File: src/hw/rtl/mmsp_pkg.sv
package mmsp_pkg;

    localparam int DEF_MAX_TOKEN_BYTES   = 60;
    localparam int DEF_HEADER_LIMIT_BITS = 13;
    localparam int DEF_MAX_HEADER_BYTES  = 4092;

    localparam int TOK_IDX_W = 6;
    localparam int POS_W     = 7;
    localparam int PARTS_W   = 16;
    localparam int CFG_IDX_W = 1;

    localparam logic [7:0]  CHR_CR      = 8'h0D;
    localparam logic [7:0]  CHR_LF      = 8'h0A;
    localparam logic [7:0]  CHR_DASH    = 8'h2D;
    localparam logic [31:0] SECTION_END = 32'h0D0A0D0A;

    localparam logic CMD_STREAM = 1'b0;
    localparam logic CMD_TOKEN  = 1'b1;

    typedef enum logic [CFG_IDX_W-1:0] {
        CFG_BOUNDARY_LEN     = 1'b0,
        CFG_MAX_HEADER_BYTES = 1'b1
    } t_cfg_idx;

    typedef enum logic [2:0] {
        M_BOUNDARY = 3'd0,
        M_AFTER    = 3'd1,
        M_HEADERS  = 3'd2,
        M_BODY     = 3'd3,
        M_DONE     = 3'd4,
        M_ERROR    = 3'd5
    } t_mode;

    typedef enum logic [2:0] {
        K_HDR  = 3'd0,
        K_BODY = 3'd1,
        K_HEND = 3'd2,
        K_PEND = 3'd3,
        K_DONE = 3'd4,
        K_ERR  = 3'd5
    } t_kind;

    typedef enum logic [1:0] {
        S_IDLE  = 2'd0,
        S_FLUSH = 2'd1,
        S_TAIL  = 2'd2
    } t_state;

    typedef struct packed {
        logic                 cmd;
        logic [7:0]           byte_in;
        logic [TOK_IDX_W-1:0] token_index;
    } t_in_beat;

    typedef struct packed {
        logic [2:0]         kind;
        logic [7:0]         byte_out;
        logic [PARTS_W-1:0] part_number;
        logic               last;
    } t_out_beat;

    typedef struct packed {
        logic step;
        logic flush_start;
        logic flush_emit;
        logic tail_emit;
        logic rd_flush;
    } t_dp_cmd;

    typedef struct packed {
        logic slot_free;
        logic need_flush;
        logic flush_last;
        logic tail_silent;
    } t_dp_stat;

endpackage

File: src/hw/rtl/mmsp_ctrl.sv
module mmsp_ctrl (
    input  logic                i_clk,
    input  logic                i_rst_n,
    input  logic                i_in_valid,
    output logic                o_in_ready,
    input  mmsp_pkg::t_dp_stat  i_stat,
    output mmsp_pkg::t_dp_cmd   o_cmd
);
    import mmsp_pkg::*;

    t_state r_state;
    t_state n_state;
    logic   accept;

    assign accept = i_in_valid && (r_state == S_IDLE) && i_stat.slot_free;

    always_ff @(posedge i_clk) begin
        if (!i_rst_n) begin
            r_state <= S_IDLE;
        end else begin
            r_state <= n_state;
        end
    end

    always_comb begin
        n_state = r_state;
        unique case (r_state)
            S_IDLE: begin
                if (accept && i_stat.need_flush) begin
                    n_state = S_FLUSH;
                end
            end
            S_FLUSH: begin
                if (i_stat.slot_free && i_stat.flush_last) begin
                    n_state = i_stat.tail_silent ? S_IDLE : S_TAIL;
                end
            end
            S_TAIL: begin
                if (i_stat.slot_free) begin
                    n_state = S_IDLE;
                end
            end
            default: n_state = S_IDLE;
        endcase
    end

    always_comb begin
        o_in_ready        = (r_state == S_IDLE) && i_stat.slot_free;
        o_cmd.step        = accept && !i_stat.need_flush;
        o_cmd.flush_start = accept && i_stat.need_flush;
        o_cmd.flush_emit  = (r_state == S_FLUSH) && i_stat.slot_free;
        o_cmd.tail_emit   = (r_state == S_TAIL) && i_stat.slot_free;
        o_cmd.rd_flush    = (n_state == S_FLUSH);
    end

endmodule

File: src/hw/rtl/mmsp_dpath.sv
module mmsp_dpath #(
    parameter int MAX_TOKEN_BYTES   = mmsp_pkg::DEF_MAX_TOKEN_BYTES,
    parameter int HEADER_LIMIT_BITS = mmsp_pkg::DEF_HEADER_LIMIT_BITS
) (
    input  logic                              i_clk,
    input  logic                              i_rst_n,
    input  mmsp_pkg::t_in_beat                i_in,
    input  logic                              i_cfg_valid,
    input  logic [mmsp_pkg::CFG_IDX_W-1:0]    i_cfg_index,
    input  logic [HEADER_LIMIT_BITS-1:0]      i_cfg_data,
    input  mmsp_pkg::t_dp_cmd                 i_cmd,
    output mmsp_pkg::t_dp_stat                o_stat,
    input  logic                              i_out_ready,
    output logic                              o_out_valid,
    output mmsp_pkg::t_out_beat               o_out
);
    import mmsp_pkg::*;

    localparam int TA_W = (MAX_TOKEN_BYTES > 1) ? $clog2(MAX_TOKEN_BYTES) : 1;
    localparam int HC_W = HEADER_LIMIT_BITS;
    localparam logic [HC_W-1:0] MHB_RST = HC_W'(DEF_MAX_HEADER_BYTES);

    logic [7:0]         r_mem [MAX_TOKEN_BYTES];
    logic [7:0]         r_tok;

    logic [5:0]         r_blen;
    logic [HC_W-1:0]    r_mhb;

    t_mode              r_mode,    n_mode;
    logic [POS_W-1:0]   r_pos,     n_pos;
    logic [PARTS_W-1:0] r_parts,   n_parts;
    logic               r_in_body, n_in_body;
    logic               r_dash,    n_dash;
    logic               r_trail,   n_trail;
    logic [23:0]        r_tw,      n_tw;
    logic [HC_W-1:0]    r_hc,      n_hc;
    logic [7:0]         r_byte,    n_byte;
    logic [POS_W-1:0]   r_fidx,    n_fidx;

    logic               r_out_valid;
    t_out_beat          r_out;

    logic               emit;
    t_kind              e_kind;
    logic [7:0]         e_byte;
    logic               e_last;

    logic               pre4;
    logic [POS_W-1:0]   pre;
    logic [POS_W-1:0]   tlen;
    logic [POS_W-1:0]   size;
    logic [POS_W-1:0]   pos_inc;
    logic [7:0]         b;
    logic [7:0]         cur_sample;
    logic               match;
    logic [31:0]        tw_full;
    logic [HC_W:0]      hc_inc;
    logic [PARTS_W-1:0] parts_inc;
    logic               flush_last;
    logic               tail_silent;
    logic               slot_free;

    logic               rd_pre4;
    logic [POS_W-1:0]   rd_pos;
    logic [POS_W-1:0]   rd_diff;
    logic               rd_en;
    logic               tok_we;

    function automatic logic [7:0] f_sample(input logic [POS_W-1:0] pos,
                                            input logic             p4,
                                            input logic [7:0]       tok);
        logic [7:0] s;
        if (!p4) begin
            s = (pos < POS_W'(2)) ? CHR_DASH : tok;
        end else if (pos < POS_W'(4)) begin
            case (pos[1:0])
                2'd0:    s = CHR_CR;
                2'd1:    s = CHR_LF;
                default: s = CHR_DASH;
            endcase
        end else begin
            s = tok;
        end
        return s;
    endfunction

    assign b          = i_in.byte_in;
    assign pre4       = (r_parts != '0);
    assign pre        = pre4 ? POS_W'(4) : POS_W'(2);
    assign tlen       = (r_blen == '0) ? POS_W'(1) :
                        (POS_W'(r_blen) > POS_W'(MAX_TOKEN_BYTES)) ? POS_W'(MAX_TOKEN_BYTES) :
                        POS_W'(r_blen);
    assign size       = pre + tlen;
    assign pos_inc    = r_pos + POS_W'(1);
    assign cur_sample = f_sample(r_pos, pre4, r_tok);
    assign match      = (r_pos < size) && (cur_sample == b);
    assign tw_full    = {r_tw, b};
    assign hc_inc     = {1'b0, r_hc} + (HC_W+1)'(1);
    assign parts_inc  = (r_parts == '1) ? r_parts : r_parts + PARTS_W'(1);
    assign flush_last = (r_fidx == r_pos - POS_W'(1));
    assign tail_silent = (r_byte == CHR_CR) && pre4;
    assign slot_free  = !r_out_valid || i_out_ready;

    always_comb begin
        o_stat.slot_free   = slot_free;
        o_stat.need_flush  = (i_in.cmd == CMD_STREAM) && (r_mode == M_BOUNDARY) && !match &&
                             r_in_body && (r_pos != '0);
        o_stat.flush_last  = flush_last;
        o_stat.tail_silent = tail_silent;
    end

    always_comb begin
        n_mode    = r_mode;
        n_pos     = r_pos;
        n_parts   = r_parts;
        n_in_body = r_in_body;
        n_dash    = r_dash;
        n_trail   = r_trail;
        n_tw      = r_tw;
        n_hc      = r_hc;
        n_byte    = r_byte;
        n_fidx    = r_fidx;
        emit      = 1'b0;
        e_kind    = K_BODY;
        e_byte    = '0;
        e_last    = 1'b1;

        if (i_cmd.step) begin
            if (i_in.cmd == CMD_TOKEN) begin
                n_mode    = M_BOUNDARY;
                n_pos     = '0;
                n_parts   = '0;
                n_in_body = 1'b0;
                n_dash    = 1'b0;
                n_trail   = 1'b0;
                n_tw      = '0;
                n_hc      = '0;
            end else begin
                unique case (r_mode)
                    M_BOUNDARY: begin
                        if (match) begin
                            n_pos = pos_inc;
                            if (pos_inc >= size) begin
                                n_mode    = M_AFTER;
                                n_pos     = '0;
                                n_in_body = 1'b0;
                                n_trail   = 1'b0;
                                if (pre4) begin
                                    emit   = 1'b1;
                                    e_kind = K_PEND;
                                end
                            end
                        end else if (!r_in_body) begin
                            n_mode = M_ERROR;
                            emit   = 1'b1;
                            e_kind = K_ERR;
                        end else begin
                            n_mode = M_BODY;
                            emit   = 1'b1;
                            e_kind = K_BODY;
                            e_byte = b;
                        end
                    end
                    M_AFTER: begin
                        if (!r_trail) begin
                            if (b == CHR_DASH) begin
                                n_dash  = 1'b1;
                                n_trail = 1'b1;
                            end else if (b == CHR_CR) begin
                                n_dash  = 1'b0;
                                n_trail = 1'b1;
                            end else begin
                                n_mode = M_ERROR;
                                emit   = 1'b1;
                                e_kind = K_ERR;
                            end
                        end else begin
                            n_trail = 1'b0;
                            if (r_dash && (b == CHR_DASH)) begin
                                n_mode = M_DONE;
                                emit   = 1'b1;
                                e_kind = K_DONE;
                            end else if (!r_dash && (b == CHR_LF)) begin
                                n_mode = M_HEADERS;
                                n_tw   = '0;
                                n_hc   = '0;
                            end else begin
                                n_mode = M_ERROR;
                                emit   = 1'b1;
                                e_kind = K_ERR;
                            end
                        end
                    end
                    M_HEADERS: begin
                        n_tw = tw_full[23:0];
                        if (tw_full == SECTION_END) begin
                            if (r_hc > r_mhb) begin
                                n_mode = M_ERROR;
                                emit   = 1'b1;
                                e_kind = K_ERR;
                            end else begin
                                n_parts = parts_inc;
                                n_mode  = M_BODY;
                                emit    = 1'b1;
                                e_kind  = K_HEND;
                            end
                        end else if (hc_inc > {1'b0, r_mhb}) begin
                            n_mode = M_ERROR;
                            emit   = 1'b1;
                            e_kind = K_ERR;
                        end else begin
                            n_hc   = hc_inc[HC_W-1:0];
                            emit   = 1'b1;
                            e_kind = K_HDR;
                            e_byte = b;
                        end
                    end
                    M_BODY: begin
                        if ((b == CHR_CR) && pre4) begin
                            n_mode    = M_BOUNDARY;
                            n_in_body = 1'b1;
                            n_pos     = POS_W'(1);
                        end else begin
                            if (b == CHR_CR) begin
                                n_in_body = 1'b1;
                                n_pos     = '0;
                            end
                            n_mode = M_BODY;
                            emit   = 1'b1;
                            e_kind = K_BODY;
                            e_byte = b;
                        end
                    end
                    default: begin
                    end
                endcase
            end
        end

        if (i_cmd.flush_start) begin
            n_byte = b;
            n_fidx = '0;
        end

        if (i_cmd.flush_emit) begin
            emit   = 1'b1;
            e_kind = K_BODY;
            e_byte = f_sample(r_fidx, pre4, r_tok);
            e_last = flush_last && tail_silent;
            n_fidx = r_fidx + POS_W'(1);
            if (flush_last) begin
                n_pos  = tail_silent ? POS_W'(1) : '0;
                n_mode = tail_silent ? M_BOUNDARY : M_BODY;
            end
        end

        if (i_cmd.tail_emit) begin
            emit   = 1'b1;
            e_kind = K_BODY;
            e_byte = r_byte;
        end
    end

    // prefetch the token byte that the next match position or flush position needs
    assign rd_pre4 = (n_parts != '0);
    assign rd_pos  = i_cmd.rd_flush ? n_fidx : n_pos;
    assign rd_diff = rd_pos - (rd_pre4 ? POS_W'(4) : POS_W'(2));
    assign rd_en   = (rd_pos >= (rd_pre4 ? POS_W'(4) : POS_W'(2))) &&
                     (rd_diff < POS_W'(MAX_TOKEN_BYTES));
    assign tok_we  = i_cmd.step && (i_in.cmd == CMD_TOKEN) &&
                     (i_in.token_index < TOK_IDX_W'(MAX_TOKEN_BYTES));

    always_ff @(posedge i_clk) begin
        if (tok_we) begin
            r_mem[i_in.token_index[TA_W-1:0]] <= i_in.byte_in;
        end
        if (rd_en) begin
            r_tok <= r_mem[rd_diff[TA_W-1:0]];
        end
    end

    always_ff @(posedge i_clk) begin
        if (!i_rst_n) begin
            r_blen <= 6'd1;
            r_mhb  <= MHB_RST;
        end else if (i_cfg_valid) begin
            unique case (i_cfg_index)
                CFG_BOUNDARY_LEN:     r_blen <= i_cfg_data[5:0];
                CFG_MAX_HEADER_BYTES: r_mhb  <= i_cfg_data;
            endcase
        end
    end

    always_ff @(posedge i_clk) begin
        if (!i_rst_n) begin
            r_mode      <= M_BOUNDARY;
            r_pos       <= '0;
            r_parts     <= '0;
            r_in_body   <= 1'b0;
            r_dash      <= 1'b0;
            r_trail     <= 1'b0;
            r_tw        <= '0;
            r_hc        <= '0;
            r_out_valid <= 1'b0;
        end else begin
            r_mode    <= n_mode;
            r_pos     <= n_pos;
            r_parts   <= n_parts;
            r_in_body <= n_in_body;
            r_dash    <= n_dash;
            r_trail   <= n_trail;
            r_tw      <= n_tw;
            r_hc      <= n_hc;
            if (emit) begin
                r_out_valid <= 1'b1;
            end else if (i_out_ready) begin
                r_out_valid <= 1'b0;
            end
        end
    end

    always_ff @(posedge i_clk) begin
        r_byte <= n_byte;
        r_fidx <= n_fidx;
        if (emit) begin
            r_out.kind        <= e_kind;
            r_out.byte_out    <= e_byte;
            r_out.part_number <= n_parts;
            r_out.last        <= e_last;
        end
    end

    assign o_out_valid = r_out_valid;
    assign o_out       = r_out;

endmodule

File: src/hw/rtl/multipart_mime_stream_parser_core.sv
// Multipart MIME deframer, one stream byte per input beat.
// Input channel (i_in_valid/o_in_ready, i_in): cmd 0 carries a stream byte,
// cmd 1 writes one boundary token byte at token_index and restarts the parser.
// Output channel (o_out_valid/i_out_ready, o_out): one beat per event (header
// byte, body byte, headers end, part end, done, error); last marks the final
// beat caused by one input beat.
// Config channel (i_cfg_valid/o_cfg_ready): index 0 boundary_len, index 1
// max_header_bytes; write only while the parser is idle.
// A result is registered on o_out in the cycle after its input beat is taken;
// the first beat of a replayed prefix is emitted from the flush state first.
// Throughput: one input beat per cycle while the output is drained. A body
// CR that starts a boundary match which later fails replays the matched
// prefix: the k matched bytes are emitted one by one, then the failing byte
// too when it is a body byte; input is held off meanwhile. The token
// read port of the boundary store is prefetched for the next position.
// Reset clears parser state and config (boundary_len 1, max_header_bytes
// 4092); token bytes are undefined until written.
// When the receiver stalls, the output register holds its beat and input
// is refused until the register can take the next result.
module multipart_mime_stream_parser_core #(
    parameter int MAX_TOKEN_BYTES   = mmsp_pkg::DEF_MAX_TOKEN_BYTES,
    parameter int HEADER_LIMIT_BITS = mmsp_pkg::DEF_HEADER_LIMIT_BITS
) (
    input  logic                              i_clk,
    input  logic                              i_rst_n,
    input  logic                              i_in_valid,
    output logic                              o_in_ready,
    input  mmsp_pkg::t_in_beat                i_in,
    output logic                              o_out_valid,
    input  logic                              i_out_ready,
    output mmsp_pkg::t_out_beat               o_out,
    input  logic                              i_cfg_valid,
    output logic                              o_cfg_ready,
    input  logic [mmsp_pkg::CFG_IDX_W-1:0]    i_cfg_index,
    input  logic [HEADER_LIMIT_BITS-1:0]      i_cfg_data
);
    import mmsp_pkg::*;

    t_dp_cmd  dp_cmd;
    t_dp_stat dp_stat;

    assign o_cfg_ready = 1'b1;

    mmsp_ctrl u_ctrl (
        .i_clk      (i_clk),
        .i_rst_n    (i_rst_n),
        .i_in_valid (i_in_valid),
        .o_in_ready (o_in_ready),
        .i_stat     (dp_stat),
        .o_cmd      (dp_cmd)
    );

    mmsp_dpath #(
        .MAX_TOKEN_BYTES   (MAX_TOKEN_BYTES),
        .HEADER_LIMIT_BITS (HEADER_LIMIT_BITS)
    ) u_dpath (
        .i_clk       (i_clk),
        .i_rst_n     (i_rst_n),
        .i_in        (i_in),
        .i_cfg_valid (i_cfg_valid),
        .i_cfg_index (i_cfg_index),
        .i_cfg_data  (i_cfg_data),
        .i_cmd       (dp_cmd),
        .o_stat      (dp_stat),
        .i_out_ready (i_out_ready),
        .o_out_valid (o_out_valid),
        .o_out       (o_out)
    );

endmodule
File: config.mk
export PLATFORM = sky130hd
export DESIGN_NAME = multipart_mime_stream_parser_core
export DESIGN_NICKNAME = d
export VERILOG_FILES = /design/src/hw/rtl/mmsp_pkg.sv /design/src/hw/rtl/mmsp_ctrl.sv /design/src/hw/rtl/mmsp_dpath.sv /design/src/hw/rtl/multipart_mime_stream_parser_core.sv
export SDC_FILE = /design/constraint.sdc
export NUM_CORES = 1
export LEC_CHECK = 0
export BUFFER_PORTS_ARGS = -buffer_cell sky130_fd_sc_hd__buf_2
export CAP_MARGIN = 20
export CORE_MARGIN = 2
export CORE_UTILIZATION = 35
export CTS_CLUSTER_DIAMETER = 40
export DETAILED_ROUTE_END_ITERATION = 8
export GPL_ROUTABILITY_DRIVEN = 0
export HOLD_SLACK_MARGIN = 0.02
export SLEW_MARGIN = 20
export SYNTH_ARGS = -nofsm -noshare
export SYNTH_HDL_FRONTEND = slang
export SYNTH_HIERARCHICAL = 1
export SYNTH_SLANG_ARGS = --single-unit
export TNS_END_PERCENT = 30
File: constraint.sdc
create_clock -name i_clk -period 22.3 [get_ports i_clk]
set_input_delay 4.46 -clock i_clk [delete_from_list [all_inputs] [get_ports i_clk]]
set_output_delay 4.46 -clock i_clk [all_outputs]
set_load 0.02 [all_outputs]
==> metrics.txt, run 1 <==
DIE HEIGHT approximately 290 um; Synth area leaders edfxtp_1 (57%), dfxtp_1 (6.8%), mux2i_1 (4.0%), mux4_2 (3.2%), nor2_1 (2.7%); WL final between 70 and 80 mm; share of the synthesized area in the top cell type ~57%; vias in the first global route around 18k; CP endpoint kind register; Placed Area ~29000 um2; first-pass GRT wire length approximately 110 mm; Ys Warns 6; diode count 0; pin count of the biggest net entering global routing 124; Sequential cell area between 15000 and 20000 um2; Least-Margin Pin Slew roughly 1.0 ns; CTS root buf clkbuf_16; final hold violations 0; status completed; setup TNS 0 ns; Die W 286 um; flops & latches, synth between 600 and 700; die area 81700 um2; Hold WC Path Type reg -> reg; Avg Inst Size Synth about 13 um2; RSZ-0062 raised after global routing false; starting density of the core between 30% and 40%; CTS tree yes; final setup vio count 0; sequential share of the synthesized area 63.4%; fmax 78.0 MHz; CTS Buf Count 91; post-CTS sizing 0; Final nets between 2k and 2.5k; GR Overflow Total 0; deepest clock path buffer count 3; Area Growth Syn to Fin 16.4%; Routed wire per std cell roughly 23 um; gr usage total 18.2%; footprint of the multi-input gates roughly 9400 um2; area leader, netlist edfxtp_1; FILL cells 7285; Max-slew headroom a little under a third; TritonRoute pass-1 iters 6; # IOs 65; Synth Instances about 2.2k; Vias ~19k; cell area power density between 80 and 90 nW/um2; syn nets around 2.3k; fin crit period roughly 13 ns; Detail Placement HPWL ~50 mm; Static Leak around 0.011 uW; DRC 0; max-slew violation count 0; Worst path slowest cell fa_1; critical path launch point type input pin; total clock sinks 619; number of cell rows between 100 and 150; period utilization between 50% and 60%; Detail Route Antenna Nets 0; max incr delay on CP 1.01 ns; # hold bufs at CTS 0; Core ar. 78900 um2; clk_lat worst skew 0.67 ns; EDFF count, synth approximately 520; main flop type after synthesis edfxtp_1; clock-pin transition on the worst setup and hold timing paths 0.05 ns; Max Cap Viol 0; cell repeated most along the worst path inv_1; most frequent cell after synthesis edfxtp_1; Layout Cell Area excl Fill ~32000 um2; crit path DAT 13.21 ns; fraction of layout instances using a drive strength above 1 roughly 15%; Iter 0 DRT Violations about 2.5k; initial antenna violation count 3; IO buf count 63; Peak VDD IR ~73 uV; post-synth cell types 93; Worst Hold Depth 2; Setup Buffers After CTS 0; post-synthesis async set-or-reset flop share 0%; CP Class in -> reg; Final Skew 0.0673 ns; area of the mapped netlist 27800 um2; Crit path required time around 23 ns; r2r worst-path depth 33; commonest cells in the netlist edfxtp_1 (524), nor2_1 (197), nand2_1 (192); vias per std cell roughly 5.7; critical-path maximum fanout slightly below 50; htree depth 3
## flip-flops by register name (all words and copies together), names as in the netlist
name	count
u_dpath/r_blen	6
u_dpath/r_parts	16
u_dpath/r_trail	1
u_dpath/r_pos	7
u_dpath/o_out_valid	1
u_dpath/r_mem	480
u_dpath/r_fidx	7
u_dpath/r_in_body	1
u_dpath/r_tw	24
u_dpath/r_byte	8
u_dpath/r_dash	1
u_dpath/r_mode	3
u_dpath/r_tok	8
u_ctrl/r_state	2
u_dpath/r_mhb	13
u_dpath/r_hc	13
u_dpath/o_out	28
## cells in the final DEF (no fill, tap or decap), types with 12 or more instances in the layout
master       n
a21oi_1    106
a22oi_1     28
a31oi_1     18
a41oi_1     12
and3_1      38
buf_2       63
buf_4       31
clkbuf_16   92
clkinv_2    12
dfxtp_1     95
edfxtp_1   524
ha_1        52
inv_1       56
mux2_2      13
mux2i_1    111
mux4_2      40
nand2_1    191
nand3_1     83
nand3b_1    16
nand4_1     27
nor2_1     197
nor2b_1     12
nor3_1      34
nor4_1      15
o211ai_1    25
o21ai_0     48
o22ai_1     32
o31ai_1     13
or4_1       13
xnor2_1     18
xor2_1      15
## critical path, delay by kind of cell
family / cells / cell delay (ns)
simple gates: 12 / 4.30
buf+inv: 7 / 1.60
fa+ha+maj: 2 / 1.32
compound gates: 5 / 1.25
xor+xnor: 1 / 0.22
## where the power goes
group	internal, uW	switching, uW
clock network	906	561
logic	38.5	95.9
registers	1260	5.94
## metrics by stage
step	setup WS [ns]	util (%)	hold WS, ns	instances	total power, uW
after floorplan	11.32	-	0.427	2164	1370
after global placement	8.84	36.9	0.439	3183	1420
after detailed placement	8.58	36.9	0.444	3183	1430
after CTS	9.20	41.0	0.452	3352	2890
after global routing	8.91	41.0	0.479	3352	2960
final	9.49	41.0	0.455	3352	2870
## worst paths after layout
| check | startpoint | endpoint | slack (ns) |
|---|---|---|---|
| max | i_in[13] | u_dpath/r_tok[3] | 9.49 |
| min | u_dpath/r_tw[22] | u_dpath/r_tw[22] | 0.46 |
| max reg2reg | u_dpath/r_parts[0] | u_dpath/r_tok[3] | 10.83 |
| min reg2reg | u_dpath/r_tw[22] | u_dpath/r_tw[22] | 0.46 |
## layer usage
layer	global-route usage (%)	part of all wire [%]	vias up
met1	25.3	42	9459
met4	6.71	3.4	0
met3	3.45	8.5	162
met5	0	0	-
met2	28.5	46	984
li1	-	-	8452
## layout make-up
type | count | area share (%)
Timing Repair Buffer | 95 | 1.76
Clock buffer | 104 | 7.28
Sequential cell | 619 | 54.5
Multi-Input combinational cell | 1361 | 29.1
Clock inverter | 65 | 2.60
Tap cell | 1050 | 4.06
Inverter | 58 | 0.673
## logic make-up (layout without fill, tap and decap cells)
kind of cell	after synthesis	count (layout)	synth area share (%)
AND/OR/NAND/NOR	706	706	12.5
flip-flops	619	619	63.4
AO/OA/AOI/OAI	402	402	9.93
buffers and inverters	184	322	2.82
multiplexers	164	164	7.76
adder cells (fa/ha/maj)	55	55	2.53
XOR/XNOR	33	33	1.04
other	1	1	0.0135
Power figures use the tool's default switching activity.
==> inputs of run 2 (changes only) <==
==> constraint.sdc (replaced) <==
create_clock -name i_clk -period 12.96 [get_ports i_clk]
set_input_delay 2.592 -clock i_clk [delete_from_list [all_inputs] [get_ports i_clk]]
set_output_delay 2.592 -clock i_clk [all_outputs]
set_load 0.02 [all_outputs]
==> run 2 against run 1 <==
  * Clock power is 81% higher
  * Register-to-register slack lost 8.9 ns
  * Critical path depth up 7
  * Critical path type is now reg -> reg
  * Sequential power grew 72%
==> metrics.txt, run 2 (synthesis gave the netlist of run 1 again) <==
vias in the first global route ~19k; final hold violations 0; setup TNS 0 ns; cell repeated most along the worst path inv_1; Die W approximately 290 um; crit path DAT between 10 and 15 ns; Worst path slowest cell a311oi_4; status completed; RSZ-0062 raised after global routing false; critical path depth 34; htree depth 3; Peak VDD IR ~170 uV; Detail Route Antenna Nets 0; most frequent cells in the layout edfxtp_1 (524), nor2_1 (195), nand2_1 (192), mux2i_1 (111), a21oi_1 (106); Max-slew headroom between 20 and 30%; Final nets roughly 2.3k; number of cell rows about 100; fraction of layout instances using a drive strength above 1 between 10% and 20%; max-slew violation count 0; Crit path required time between 10 and 15 ns; # IOs 65; die area around 82000 um2; CTS tree yes; Worst Setup EP u_dpath/r_tok[4]; most common cell after layout, fill and taps aside edfxtp_1; gr usage total a little under a fifth; Iter 0 DRT Violations 2354; deepest clock path buffer count 3; Layout Cell Area excl Fill ~32000 um2; diode count 0; Area Growth Syn to Fin 16.8%; clk_lat worst skew approximately 0.65 ns; CP endpoint kind register; CTS root buf clkbuf_16; period utilization a little over four fifths; vias per std cell approximately 5.7; # hold bufs at CTS 0; max incr delay on CP ~0.8 ns; critical path launch point type register; Hold WC Path Type reg -> reg; reg-to-reg endpoint u_dpath/r_tok[4]; r2r worst-path depth 34; Final Power between 5000 and 6000 uW; Routed wire per std cell roughly 23 um; Static Leak about 0.011 uW; pin count of the biggest net entering global routing 80; clock-pin transition on the worst setup and hold timing paths 0.05 ns; post-CTS sizing 0; fmax a little over 90 MHz; WL final between 70 and 80 mm; Placed Area 29100 um2; r2r setup slk between 1.5 and 2 ns; cell area power density 156 nW/um2; total clock sinks 619; critical-path maximum fanout 23; CP bufs+invs 6; Final Skew around 0.046 ns; initial antenna violation count 3; DRC 0; Core ar. between 70000 and 80000 um2; Vias between 15k and 20k; CTS Buf Count 90; critical path's top delay family simple AND/OR/NAND/NOR gates; Detail Placement HPWL 51.5 mm; DIE HEIGHT between 200 and 300 um; Least-Margin Pin Slew roughly 1.1 ns; GR Overflow Total 0; CP Class reg -> reg; IO buf count 63; starting density of the core approximately a third; Setup Buffers After CTS 0; max reg flops 480; TritonRoute pass-1 iters 6; Setup crit start u_dpath/r_parts[0]; fin crit period ~11 ns; worst r2r src u_dpath/r_parts[0]; first-pass GRT wire length between 100 and 150 mm; final setup vio count 0; Max Cap Viol 0
[run 2: through the flow]
step,hold WS (ns),utilization [%],instances,setup WS (ns)
after floorplan,0.427,-,2164,3.85
after global placement,0.440,36.9,3180,1.14
after detailed placement,0.448,36.9,3180,0.984
after CTS,0.455,41.1,3347,1.43
after global routing,0.460,41.2,3347,1.46
final,0.453,41.2,3347,1.96
[run 2: routing by layer]
metal	GRT usage (%)	share of wire, %	vias to the layer above	routed length (um)
met5	0	0.044	-	34
met4	6.28	3.2	6	2530
met3	3.72	8.3	194	6530
met2	29.7	46	941	35900
met1	25.9	42	9531	33200
li1	-	-	8459	-
[run 2: worst min-delay path by stage]
| stage | startpoint | cells past startpoint | to | slack [ns] |
|---|---|---|---|---|
| 2_1_floorplan | u_dpath/r_tw[16] | 2 | u_dpath/r_tw[16] | 0.43 |
| 3_3_place_gp | u_dpath/r_tw[19] | 2 | u_dpath/r_tw[19] | 0.44 |
| 3_5_place_dp | u_dpath/r_tw[16] | 2 | u_dpath/r_tw[16] | 0.45 |
| 4_1_cts | u_dpath/r_tw[16] | 2 | u_dpath/r_tw[16] | 0.46 |
| 5_1_grt | u_dpath/r_tw[22] | 2 | u_dpath/r_tw[22] | 0.46 |
| 6_report | u_dpath/r_tw[19] | 2 | u_dpath/r_tw[19] | 0.45 |
[run 2: final cells by class]
class                      instances  area (um2)
sequential                       619       17600
timing repair buffer              92         546
clock inverter                    64         983
multi-input combinational       1361        9430
inverter                          58         218
tap                             1050        1310
fill                            7266       46400
clock buffer                     103        2330
[run 2: worst reg2reg max path, delay by kind of cell (launching register included)]
kind / cells / cell delay (ns)
DFF: 1 / 0.41
adders and majority gates: 6 / 1.97
xor gates and xnor gates: 2 / 0.48
buffers and inverters: 6 / 0.97
AOI/OAI and AO/OA: 7 / 2.36
and+or+nand+nor: 13 / 4.57
[run 2: power by group]
| group | internal [uW] | switching, uW |
|---|---|---|
| registers | 2180 | 10.8 |
| clock network | 1740 | 916 |
| logic | 63.6 | 167 |
| total | 3980 | 1090 |
